==> src/rtl/shb_pkg.sv <==
package shb_pkg;

    // Field widths
    localparam int HASH_W  = 32;
    localparam int BYTE_W  = 8;

    // Defaults
    localparam int                 QUEUE_DEPTH_DEF  = 2;
    localparam logic [HASH_W-1:0]  BUCKET_COUNT_RST = HASH_W'(1999);

    // Key byte that ends a key
    localparam logic [BYTE_W-1:0]  KEY_TERM = '0;

    // Hash handed from the front end to the queue
    typedef struct packed {
        logic              valid;
        logic [HASH_W-1:0] hash;
    } t_hash_xfer;

    // Queue status seen by both ends
    typedef struct packed {
        logic full;
        logic empty;
    } t_queue_stat;

    // Back end sequencer
    typedef enum logic [1:0] {
        BK_IDLE,
        BK_DIV,
        BK_DONE
    } t_back_state;

    // hash * 65599 + byte, with 65599 = 2^16 + 2^6 - 1, wrapping at 32 bits
    function automatic logic [HASH_W-1:0] hash_step(
        input logic [HASH_W-1:0] h,
        input logic [BYTE_W-1:0] b
    );
        logic [HASH_W-1:0] acc;
        acc = (h << 16) + (h << 6) - h;
        return acc + HASH_W'(b);
    endfunction

endpackage

==> src/rtl/shb_front.sv <==
module shb_front
    import shb_pkg::*;
(
    input  logic              i_clk,
    input  logic              i_rst_n,
    input  logic              i_push,
    input  logic              i_full,
    input  logic [BYTE_W-1:0] i_key_byte,
    output t_hash_xfer        o_xfer
);

    logic [HASH_W-1:0] r_hash;
    logic [HASH_W-1:0] n_hash;
    logic              accept;
    logic              is_term;

    assign accept  = i_push && !i_full;
    assign is_term = (i_key_byte == KEY_TERM);

    // Fold byte into the running hash, clear it on a terminator
    always_comb begin
        n_hash = r_hash;
        if (accept) begin
            if (is_term) begin
                n_hash = '0;
            end else begin
                n_hash = hash_step(r_hash, i_key_byte);
            end
        end
    end

    always_ff @(posedge i_clk) begin
        if (!i_rst_n) begin
            r_hash <= '0;
        end else begin
            r_hash <= n_hash;
        end
    end

    // Transfer the finished hash to the queue on a terminator
    assign o_xfer.valid = accept && is_term;
    assign o_xfer.hash  = r_hash;

endmodule

==> src/rtl/shb_queue.sv <==
module shb_queue
    import shb_pkg::*;
#(
    parameter int DEPTH = QUEUE_DEPTH_DEF
) (
    input  logic              i_clk,
    input  logic              i_rst_n,
    input  t_hash_xfer        i_wr,
    input  logic              i_rd,
    output logic [HASH_W-1:0] o_rd_data,
    output t_queue_stat       o_stat
);

    localparam int PTR_W = (DEPTH > 1) ? $clog2(DEPTH) : 1;
    localparam int CNT_W = $clog2(DEPTH + 1);
    localparam logic [PTR_W-1:0] PTR_LAST = PTR_W'(DEPTH - 1);
    localparam logic [CNT_W-1:0] CNT_FULL = CNT_W'(DEPTH);

    logic [HASH_W-1:0] r_mem [DEPTH];
    logic [PTR_W-1:0]  r_wr_ptr;
    logic [PTR_W-1:0]  r_rd_ptr;
    logic [CNT_W-1:0]  r_cnt;
    logic              do_wr;
    logic              do_rd;

    assign o_stat.full  = (r_cnt == CNT_FULL);
    assign o_stat.empty = (r_cnt == '0);
    assign do_wr        = i_wr.valid && !o_stat.full;
    assign do_rd        = i_rd && !o_stat.empty;
    assign o_rd_data    = r_mem[r_rd_ptr];

    // Store entry
    always_ff @(posedge i_clk) begin
        if (do_wr) begin
            r_mem[r_wr_ptr] <= i_wr.hash;
        end
    end

    // Advance pointers and count
    always_ff @(posedge i_clk) begin
        if (!i_rst_n) begin
            r_wr_ptr <= '0;
            r_rd_ptr <= '0;
            r_cnt    <= '0;
        end else begin
            if (do_wr) begin
                r_wr_ptr <= (r_wr_ptr == PTR_LAST) ? '0 : r_wr_ptr + 1'b1;
            end
            if (do_rd) begin
                r_rd_ptr <= (r_rd_ptr == PTR_LAST) ? '0 : r_rd_ptr + 1'b1;
            end
            if (do_wr && !do_rd) begin
                r_cnt <= r_cnt + 1'b1;
            end else if (do_rd && !do_wr) begin
                r_cnt <= r_cnt - 1'b1;
            end
        end
    end

endmodule

==> src/rtl/shb_back.sv <==
module shb_back
    import shb_pkg::*;
(
    input  logic              i_clk,
    input  logic              i_rst_n,
    input  logic              i_cfg_we,
    input  logic [HASH_W-1:0] i_cfg_data,
    input  t_queue_stat       i_q_stat,
    input  logic [HASH_W-1:0] i_q_data,
    output logic              o_q_rd,
    input  logic              i_pop,
    output logic              o_empty,
    output logic [HASH_W-1:0] o_bucket_index,
    output logic [HASH_W-1:0] o_raw_hash
);

    localparam int CNT_W = $clog2(HASH_W);
    localparam logic [CNT_W-1:0] CNT_LAST = CNT_W'(HASH_W - 1);

    t_back_state       r_state;
    t_back_state       n_state;
    logic [HASH_W-1:0] r_bucket_count;
    logic [HASH_W-1:0] r_rem;
    logic [HASH_W-1:0] n_rem;
    logic [HASH_W-1:0] r_dvd;
    logic [HASH_W-1:0] n_dvd;
    logic [HASH_W-1:0] r_hash;
    logic [HASH_W-1:0] n_hash;
    logic [CNT_W-1:0]  r_cnt;
    logic [CNT_W-1:0]  n_cnt;
    logic              r_out_valid;
    logic [HASH_W-1:0] r_out_bucket;
    logic [HASH_W-1:0] r_out_hash;
    logic              out_load;
    logic              pop_ok;
    logic [HASH_W:0]   rem_sh;
    logic [HASH_W:0]   diff;
    logic              rem_ge;

    // Bucket count register
    always_ff @(posedge i_clk) begin
        if (!i_rst_n) begin
            r_bucket_count <= BUCKET_COUNT_RST;
        end else if (i_cfg_we) begin
            r_bucket_count <= i_cfg_data;
        end
    end

    // One restoring division step: shift in next dividend bit, try subtract
    assign rem_sh = {r_rem, r_dvd[HASH_W-1]};
    assign diff   = rem_sh - {1'b0, r_bucket_count};
    assign rem_ge = (rem_sh >= {1'b0, r_bucket_count});
    assign pop_ok = i_pop && r_out_valid;

    // Sequencer: take a hash, divide bit by bit, hand result to output register
    always_comb begin
        n_state  = r_state;
        n_rem    = r_rem;
        n_dvd    = r_dvd;
        n_hash   = r_hash;
        n_cnt    = r_cnt;
        o_q_rd   = 1'b0;
        out_load = 1'b0;
        unique case (r_state)
            BK_IDLE: begin
                if (!i_q_stat.empty) begin
                    o_q_rd  = 1'b1;
                    n_hash  = i_q_data;
                    n_dvd   = i_q_data;
                    n_rem   = '0;
                    n_cnt   = '0;
                    n_state = (r_bucket_count == '0) ? BK_DONE : BK_DIV;
                end
            end
            BK_DIV: begin
                n_rem = rem_ge ? diff[HASH_W-1:0] : rem_sh[HASH_W-1:0];
                n_dvd = r_dvd << 1;
                n_cnt = r_cnt + 1'b1;
                if (r_cnt == CNT_LAST) begin
                    n_state = BK_DONE;
                end
            end
            BK_DONE: begin
                if (!r_out_valid || pop_ok) begin
                    out_load = 1'b1;
                    n_state  = BK_IDLE;
                end
            end
            default: begin
                n_state = BK_IDLE;
            end
        endcase
    end

    always_ff @(posedge i_clk) begin
        if (!i_rst_n) begin
            r_state <= BK_IDLE;
        end else begin
            r_state <= n_state;
        end
    end

    always_ff @(posedge i_clk) begin
        r_rem  <= n_rem;
        r_dvd  <= n_dvd;
        r_hash <= n_hash;
        r_cnt  <= n_cnt;
    end

    // Output register: hold result until popped
    always_ff @(posedge i_clk) begin
        if (!i_rst_n) begin
            r_out_valid <= 1'b0;
        end else if (out_load) begin
            r_out_valid <= 1'b1;
        end else if (pop_ok) begin
            r_out_valid <= 1'b0;
        end
    end

    always_ff @(posedge i_clk) begin
        if (out_load) begin
            r_out_bucket <= r_rem;
            r_out_hash   <= r_hash;
        end
    end

    assign o_empty        = !r_out_valid;
    assign o_bucket_index = r_out_bucket;
    assign o_raw_hash     = r_out_hash;

endmodule

==> src/rtl/string_hash_bucket_index.sv <==
// String hash to bucket index.
// Input channel: present one key byte on i_key_byte with push high; the byte
// is transferred at a rising edge where full is low. A zero byte ends the
// key. Nonzero bytes are folded into a 32-bit running hash (hash*65599+byte)
// at one byte per cycle while full is low.
// Result channel: while empty is low, o_bucket_index (hash modulo bucket
// count) and o_raw_hash hold the oldest result; pop high transfers it.
// One result per terminator; an empty key gives bucket 0 and hash 0.
// Configuration: i_cfg_we writes i_cfg_data into the bucket count (reset
// 1999). A bucket count of zero gives bucket 0.
// After its terminator transfers, a hash is queued, read by the back end and
// divided; the result is loaded into the output register once that is free.
// The modulo is a restoring divider, one quotient bit per cycle; a short
// queue holds finished hashes so bytes of the next keys keep streaming in meanwhile.
// When the receiver stalls, the result holds, the back end waits, and full
// rises once the queue fills; nonzero bytes are then held off as well.
// Reset (synchronous, active low) clears the running hash, queue pointers,
// queue count, back end state and result valid flag; empty is high after reset.
module string_hash_bucket_index
    import shb_pkg::*;
#(
    parameter int QUEUE_DEPTH = QUEUE_DEPTH_DEF
) (
    input  logic              i_clk,
    input  logic              i_rst_n,
    input  logic              push,
    output logic              full,
    input  logic [BYTE_W-1:0] i_key_byte,
    output logic              empty,
    input  logic              pop,
    output logic [HASH_W-1:0] o_bucket_index,
    output logic [HASH_W-1:0] o_raw_hash,
    input  logic              i_cfg_we,
    input  logic [HASH_W-1:0] i_cfg_data
);

    t_hash_xfer        front_xfer;
    t_queue_stat       q_stat;
    logic [HASH_W-1:0] q_data;
    logic              q_rd;

    assign full = q_stat.full;

    shb_front u_front (
        .i_clk      (i_clk),
        .i_rst_n    (i_rst_n),
        .i_push     (push),
        .i_full     (q_stat.full),
        .i_key_byte (i_key_byte),
        .o_xfer     (front_xfer)
    );

    shb_queue #(
        .DEPTH (QUEUE_DEPTH)
    ) u_queue (
        .i_clk     (i_clk),
        .i_rst_n   (i_rst_n),
        .i_wr      (front_xfer),
        .i_rd      (q_rd),
        .o_rd_data (q_data),
        .o_stat    (q_stat)
    );

    shb_back u_back (
        .i_clk          (i_clk),
        .i_rst_n        (i_rst_n),
        .i_cfg_we       (i_cfg_we),
        .i_cfg_data     (i_cfg_data),
        .i_q_stat       (q_stat),
        .i_q_data       (q_data),
        .o_q_rd         (q_rd),
        .i_pop          (pop),
        .o_empty        (empty),
        .o_bucket_index (o_bucket_index),
        .o_raw_hash     (o_raw_hash)
    );

    // A terminator never hits a full queue
    a_no_overflow: assert property (@(posedge i_clk) disable iff (!i_rst_n)
        front_xfer.valid |-> !q_stat.full)
        else $error("hash transfer into full queue");

    // A transferred terminator leaves a hash waiting in the queue
    a_term_queued: assert property (@(posedge i_clk) disable iff (!i_rst_n)
        (push && !full && (i_key_byte == KEY_TERM)) |=> !q_stat.empty)
        else $error("terminator did not reach queue");

    // The back end only reads a non-empty queue
    a_no_underflow: assert property (@(posedge i_clk) disable iff (!i_rst_n)
        q_rd |-> !q_stat.empty)
        else $error("back end read from empty queue");

    // No result is shown right after reset
    a_reset_empty: assert property (@(posedge i_clk)
        !i_rst_n |=> empty)
        else $error("result pending after reset");

endmodule

==> config.mk <==
export PLATFORM = sky130hd
export DESIGN_NAME = string_hash_bucket_index
export DESIGN_NICKNAME = d
export VERILOG_FILES = /design/src/rtl/shb_pkg.sv /design/src/rtl/shb_front.sv /design/src/rtl/shb_queue.sv /design/src/rtl/shb_back.sv /design/src/rtl/string_hash_bucket_index.sv
export SDC_FILE = /design/constraint.sdc
export NUM_CORES = 1
export LEC_CHECK = 0
export BUFFER_PORTS_ARGS = -buffer_cell sky130_fd_sc_hd__buf_4
export CAP_MARGIN = 20
export CORE_MARGIN = 5
export CORE_UTILIZATION = 40
export CTS_BUF_LIST = sky130_fd_sc_hd__clkbuf_2
export CTS_CLUSTER_DIAMETER = 120
export DETAILED_ROUTE_END_ITERATION = 8
export GPL_TIMING_DRIVEN = 1
export PLACE_DENSITY = 0.59
export SYNTH_ARGS = -nofsm -noshare
export SYNTH_HDL_FRONTEND = slang
export SYNTH_SLANG_ARGS = --single-unit
==> constraint.sdc <==
create_clock -name i_clk -period 9.7 [get_ports i_clk]
set_input_delay 0.97 -clock i_clk [delete_from_list [all_inputs] [get_ports i_clk]]
set_output_delay 0.97 -clock i_clk [all_outputs]
set_load 0.1 [all_outputs]
==> summary.txt, run 1 <==
Final Net Count = 1660
Via count = 10500
Async set-reset flop share out of synthesis = 0%
Core ar. = 0.0375 mm²
Worst slack at placement = 5.42 ns
CTS Buffer Depth = 3
Post-Syn Area = 0.0151 mm²
WP data arrival = 4.50 ns
First DRT Iteration DRCs = 608
Kind of critical path = flop to flop
Fin. max-slew vios = 0
Inst Count DP = 1947
Status = completed
Initial Util = 40.3%
Final Skew = 0.0575 ns
Crit-path cells = inv_1, fa_1, inv_1, ha_1, a211oi_1, o211ai_1, a31oi_1, o31ai_1, a21oi_1, o21ai_0, a21oi_1, xor2_1, o21ai_0
Yosys top cell area share = 45.5%
Worst setup EP type = flop
CTS sink cnt = 301
Routed len/inst = 16.6 µm
Reg2reg path depth = 13
RSZ-0062 raised after global routing = false
Number of CTS-inserted buffers = 79
Drt total wl = 34800 µm
Top-count cell post-synth = edfxtp_1
Routability cong. = 0.870
TNS Setup = 0 ns
DP HPWL = 25000 µm
Worst path required time = 10.44 ns
Synth area leaders = edfxtp_1 (46%), dfxtp_1 (9.5%), ha_1 (6.5%), nor2_1 (4.4%), a21oi_1 (2.9%)
Post-synth net total = 1511
DRT antenna net count = 0
Mean Syn Cell Area = 11.0 µm²
Max FO, Critical Path = 6
TritonCTS clock tree = done
Largest net degree at the start of global routing = 59
Ports = 111
Pwr/cell area = 346 mW/mm²
Post-CTS Setup Bufs = 0
Levels on crit path = 13
Leakage = 6.93 nW
Sequential area share after synthesis = 55.1%
Final Util = 45.8%
Final hold vios = 0
Slew headroom = 29.6%
Vias per cell = 5.01
First-pass GRT wire length = 55900 µm
Met1 Use GR = 21.2%
Port bufs = 110
Max incr delay on CP = 0.54 ns
Maxcap violations = 0
Final critical-path share of the clock period = 38.7%
Most Used Layer, Global Route = met2
Drt pass-1 iters = 5
CTS root buf = clkbuf_2
FP Rows = 71
Cell taking the most area after synthesis = edfxtp_1
Final worst slack = 5.94 ns
CP startpoint kind = flop
Min-Delay Path Depth = 3
Synthesis-to-layout area growth = 13.7%
Synth cell types = 60
Die X = 204 µm
GRT met3 Usage = 3.43%
Post-synth EDFFs = 229
Share of cells above drive strength 1 = 18.6%
Overall die height = 204 µm
#FFs+latches synth = 301
Fin crit period = 3.76 ns
Worst Tran Pin Value = 1.05 ns
Post-CTS Resized = 0
Mapped Cells = 1368
Commonest cells post-synth = edfxtp_1 (229), nor2_1 (179), inv_1 (109)
Most used flip-flop cell after synthesis = edfxtp_1
Hold bufs inserted after CTS = 0
Clk_lat worst skew = 0.91 ns
Worst-path clk slew = 0.10 ns
Final cell count without fillers = 2088
Final setup vio count = 0
WP buf/inv = 2
DRC = 0
Die Area = 0.0417 mm²
CP max-delay cell = fa_1
Ys Warns = 0
Initial antenna violation count = 1
GRT overflow = 0
Hold Path Class = primary input to flop
Critical path's top delay family = compound AO/OA/AOI/OAI gates
Number of global-route vias before repair = 10600
Fmax = 0.266 GHz
Worst vdd ir = 166 µV
# H-tree levels = 3
Total GRT Usage = 16.8%
M2 GR Usage = 28.4%
cells by family after synthesis:
| family | after synthesis | synth area share (%) |
|---|---|---|
| AOI/OAI and AO/OA | 273 | 11.3 |
| xor gates and xnor gates | 57 | 3.31 |
| adders and majority gates | 98 | 9.07 |
| buffers and inverters | 162 | 4.06 |
| DFF | 301 | 55.1 |
| muxes | 66 | 4.65 |
| and+or+nand+nor | 411 | 12.5 |
path summary, 6_finish.rpt:
kind                                         from                  endpoint  slack (ns)
worst max-delay path            u_front.r_hash[1]        u_front.r_hash[28]        5.94
worst max register to register  u_front.r_hash[1]        u_front.r_hash[28]        5.94
worst min-delay path                i_cfg_data[1]  u_back.r_bucket_count[1]        0.29
worst min register to register  u_back.r_hash[27]     u_back.o_raw_hash[27]        0.39
tightest hold or removal path, stage by stage:
cell and delay [ns]:
buf_4 0.08, nand2_1 0.04, o211ai_1 0.07
per-stage QoR:
step           hold slack, ns  power, W  instance area (µm²)
5_1_grt                 0.206   0.00646                17200
4_1_cts                 0.186   0.00599                17200
6_report                0.287   0.00594                17200
3_5_place_dp            0.405   0.00510                16500
3_3_place_gp            0.402   0.00507                16500
2_1_floorplan           0.400   0.00441                15100
routing by layer:
| layer | up-vias | share of wire (%) |
|---|---|---|
| met3 | 57 | 4.9 |
| li1 | 5214 | - |
| met5 | - | 0 |
| met4 | 0 | 2.3 |
| met1 | 4958 | 44 |
| met2 | 234 | 49 |
where the power goes:
part | switching [W] | internal [W] | total [W]
sequential | 0.000217 | 0.00186 | 0.00208
clock | 0.000506 | 0.000343 | 0.000849
combinational | 0.00186 | 0.00114 | 0.00301
layout make-up:
cell class / instances / area (µm²)
clock buffers: 115 / 576
repair buffers: 120 / 901
fillers: 3644 / 20300
diodes: 1 / 2.50
well taps: 511 / 639
flip-flops and latches: 301 / 8320
inverters: 110 / 413
clock inverters: 25 / 125
multi-input cells: 905 / 6190
flip-flops by register name, indices dropped and copies added (netlist names), named ones only:
register               cells
u_queue.r_mem             64
u_back.o_bucket_index     32
u_back.o_raw_hash         32
u_back.r_bucket_count     32
u_back.r_dvd              32
u_back.r_hash             32
u_back.r_rem              32
u_front.r_hash            32
u_back.r_cnt               5
u_back.r_state             2
u_queue.r_cnt              2
u_back.r_out_valid         1
u_queue.r_rd_ptr           1
u_queue.r_wr_ptr           1
cell usage in the layout (no fill, tap or decap), types with 10 or more instances in the layout:
| cell | n |
|---|---|
| a211oi_1 | 11 |
| a21o_1 | 27 |
| a21oi_1 | 86 |
| a22oi_1 | 10 |
| and2_1 | 11 |
| buf_4 | 120 |
| clkbuf_2 | 115 |
| clkinv_1 | 18 |
| dfxtp_1 | 71 |
| edfxtp_1 | 229 |
| fa_1 | 19 |
| ha_1 | 79 |
| inv_1 | 109 |
| mux2_2 | 33 |
| mux2i_1 | 33 |
| nand2_1 | 80 |
| nand3_1 | 19 |
| nand4_1 | 11 |
| nor2_1 | 178 |
| nor2b_1 | 44 |
| nor3_1 | 18 |
| nor4_1 | 16 |
| o211ai_1 | 14 |
| o21ai_0 | 67 |
| xnor2_1 | 33 |
| xor2_1 | 24 |
(Power assumes the default switching activity.)
==> inputs of run 2 (changes only) <==
Settings changed: PLACE_DENSITY 0.59 to 0.61.
Clock period 9.7 ns to 3.1 ns, I/O delays scaled along.
==> run 2 against run 1 <==
Flip-flop and latch count did not move. First-iteration DRC count fell by 25%. Clock power rose to 3.3 times the previous value. Fmax rose by 25%. Cell count rose by 10%. Sequential share of layout area fell by 5.4 points. Worst hold slack got worse by 0.18 ns. Utilization rose by 5.8 points. Critical path depth fell by 4. Global-route usage rose by 1.4 points. Clock-buffer cell count rose by 10. Critical endpoint is now u_back.r_rem[23].
==> summary.txt, run 2 (synthesized netlist as in run 1, its figures left out) <==
Port bufs = 110 (unchanged)
Worst setup EP type = flop (unchanged)
Worst vdd ir = 552 µV (was 166 µV)
Leakage = 7.95 nW (was 6.93 nW)
Maxcap violations = 0 (unchanged)
Clk_lat worst skew = 0.94 ns (was 0.91 ns)
DRC = 0 (unchanged)
CP startpoint kind = flop (unchanged)
Hold Path Class = primary input to flop (unchanged)
R2R Path End = u_back.r_rem[23] (was u_front.r_hash[28])
CTS sink cnt = 301 (unchanged)
Initial Util = 40.3% (unchanged)
First DRT Iteration DRCs = 458 (was 608)
Routed len/inst = 16.4 µm (was 16.6 µm)
Most flops, register = u_queue.r_mem (unchanged)
Drt pass-1 iters = 5 (unchanged)
Final cell count without fillers = 2305 (was 2088)
RSZ-0062 raised after global routing = true (was false)
Number of global-route vias before repair = 11700 (was 10600)
Drt total wl = 37800 µm (was 34800 µm)
Reg2reg start = u_back.r_rem[26] (was u_front.r_hash[1])
Initial antenna violation count = 1 (unchanged)
Hold Startpoint = i_key_byte[2] (was i_cfg_data[1])
Routability cong. = 0.873 (was 0.870)
Final Net Count = 1874 (was 1660)
Worst slack at placement = -0.395 ns (was 5.42 ns)
Pwr/cell area = 1070 mW/mm² (was 346 mW/mm²)
Final setup vio count = 0 (unchanged)
Worst Tran Pin Value = 0.977 ns (was 1.05 ns)
Hold Path End = u_front.r_hash[3] (was u_back.r_bucket_count[1])
TritonCTS clock tree = done (unchanged)
Kind of critical path = flop to flop (unchanged)
CTS Buffer Depth = 3 (unchanged)
Worst path required time = 3.83 ns (was 10.44 ns)
WP data arrival = 3.75 ns (was 4.50 ns)
Final Util = 51.6% (was 45.8%)
Total GRT Usage = 18.1% (was 16.8%)
Final Skew = 0.0725 ns (was 0.0575 ns)
Worst reg2reg setup slack = 0.08 ns (was 5.94 ns)
Largest net degree at the start of global routing = 59 (unchanged)
Hold WS = 0.109 ns (was 0.287 ns)
Number of CTS-inserted buffers = 80 (was 79)
CTS root buf = clkbuf_2 (unchanged)
Synthesis-to-layout area growth = 28.1% (was 13.7%)
DRT antenna net count = 0 (unchanged)
Fin crit period = 3.02 ns (was 3.76 ns)
Worst-path clk slew = 0.10 ns (about the same)
Die Area = 0.0417 mm² (unchanged)
First-pass GRT wire length = 60500 µm (was 55900 µm)
Vias per cell = 4.91 (was 5.01)
Core ar. = 0.0375 mm² (unchanged)
FP Rows = 71 (unchanged)
Overall die height = 204 µm (unchanged)
Leading cell type in the layout, fill and taps excluded = edfxtp_1 (unchanged)
Fin. max-slew vios = 0 (unchanged)
Ports = 111 (unchanged)
Final hold vios = 0 (unchanged)
DP HPWL = 26600 µm (was 25000 µm)
Share of cells above drive strength 1 = 25.4% (was 18.6%)
GRT overflow = 0 (unchanged)
Via count = 11300 (was 10500)
Inst Count DP = 2048 (was 1947)
Final critical-path share of the clock period = 97.3% (was 38.7%)
Status = completed (unchanged)
Min-Delay Path Depth = 6 (was 3)
Most frequent cells in the layout = edfxtp_1 (229), buf_4 (228), nor2_1 (178), clkbuf_2 (125), inv_1 (105) (was edfxtp_1 (229), nor2_1 (178), buf_4 (120), clkbuf_2 (115), inv_1 (109))
# H-tree levels = 3 (unchanged)
Max FFs per register = 64 (unchanged)
Slew headroom = 34.7% (was 29.6%)
Fmax = 0.331 GHz (was 0.266 GHz)
Final worst slack = 0.0822 ns (was 5.94 ns)
Max FO, Critical Path = 5 (was 6)
Reg2reg path depth = 9 (was 13)
Die X = 204 µm (unchanged)
-- run 2: cell count changes in the layout (fill, tap and decap cells not counted), moves of 7 or more --
cell	delta
a21oi_1	-8
clkbuf_2	+10
clkinv_1	-8
o21ai_0	-7
ha_1	-8
a21oi_2	+7
buf_4	+108
dlygate4sd3_1	+103
-- run 2: metal layers --
layer  wire length, µm  global-route usage, %
met2             19300                   31.9
met1             16300                   22.3
met4               815                   6.68
met5                 0                      0
met3              1310                   3.30
-- run 2: area by class of cell --
class | count | area (µm²)
multi-input combinational | 905 | 6420
timing repair buffer | 333 | 2780
fill | 3410 | 18200
sequential | 301 | 8330
inverter | 110 | 413
tap | 511 | 639
clock inverter | 17 | 121
clock buffer | 125 | 626
antenna | 3 | 7.51
-- run 2: where the power goes --
group | internal [W] | switching [W] | total, W
registers | 0.00582 | 0.000562 | 0.00639
clock network | 0.00122 | 0.00160 | 0.00282
logic | 0.00492 | 0.00657 | 0.0115
total | 0.0120 | 0.00873 | 0.0207
-- run 2: worst max path at each step --
| stage | startpoint | endpoint | slack [ns] | cells past startpoint |
|---|---|---|---|---|
| final | u_back.r_rem[26] | u_back.r_rem[23] | 0.08 | 9 |
| after global placement | i_key_byte[7] | u_front.r_hash[28] | -0.29 | 14 |
| after detailed placement | i_key_byte[7] | u_front.r_hash[28] | -0.39 | 14 |
| after floorplan | u_front.r_hash[8] | u_front.r_hash[31] | 0.02 | 14 |
| after CTS | u_back.r_dvd[31] | u_back.r_rem[30] | 0.005 | 12 |
| after global routing | u_front.r_hash[0] | u_front.r_hash[30] | -0.02 | 11 |
-- run 2: repair_timing --
item	4_1_cts	5_1_grt
pin swaps	2	20
setup buffers	0	9
gates resized for setup	9	46
hold buffers	103	0
endpoints found under the hold margin	56	0
setup endpoints to repair	10	25
-- run 2: metrics by stage --
stage | TNS (ns) | power (W) | cell area, µm²
CTS | 0 | 0.0203 | 19100
global route | -0.0249 | 0.0224 | 19300
finish | 0 | 0.0207 | 19300
floorplan | 0 | 0.0138 | 15100
detailed placement | -1.78 | 0.0172 | 17300
global placement | -0.939 | 0.0170 | 17300
-- run 2: worst max-delay path, cell delays in order, from the launching register on --
cell and delay [ns]:
edfxtp_1 0.46, ha_1 0.34, nand2_2 0.08, or3_4 0.39
or3_1 0.40, inv_1 0.06, o211ai_1 0.08, and3_2 0.27
or4_1 0.58, a21oi_1 0.16
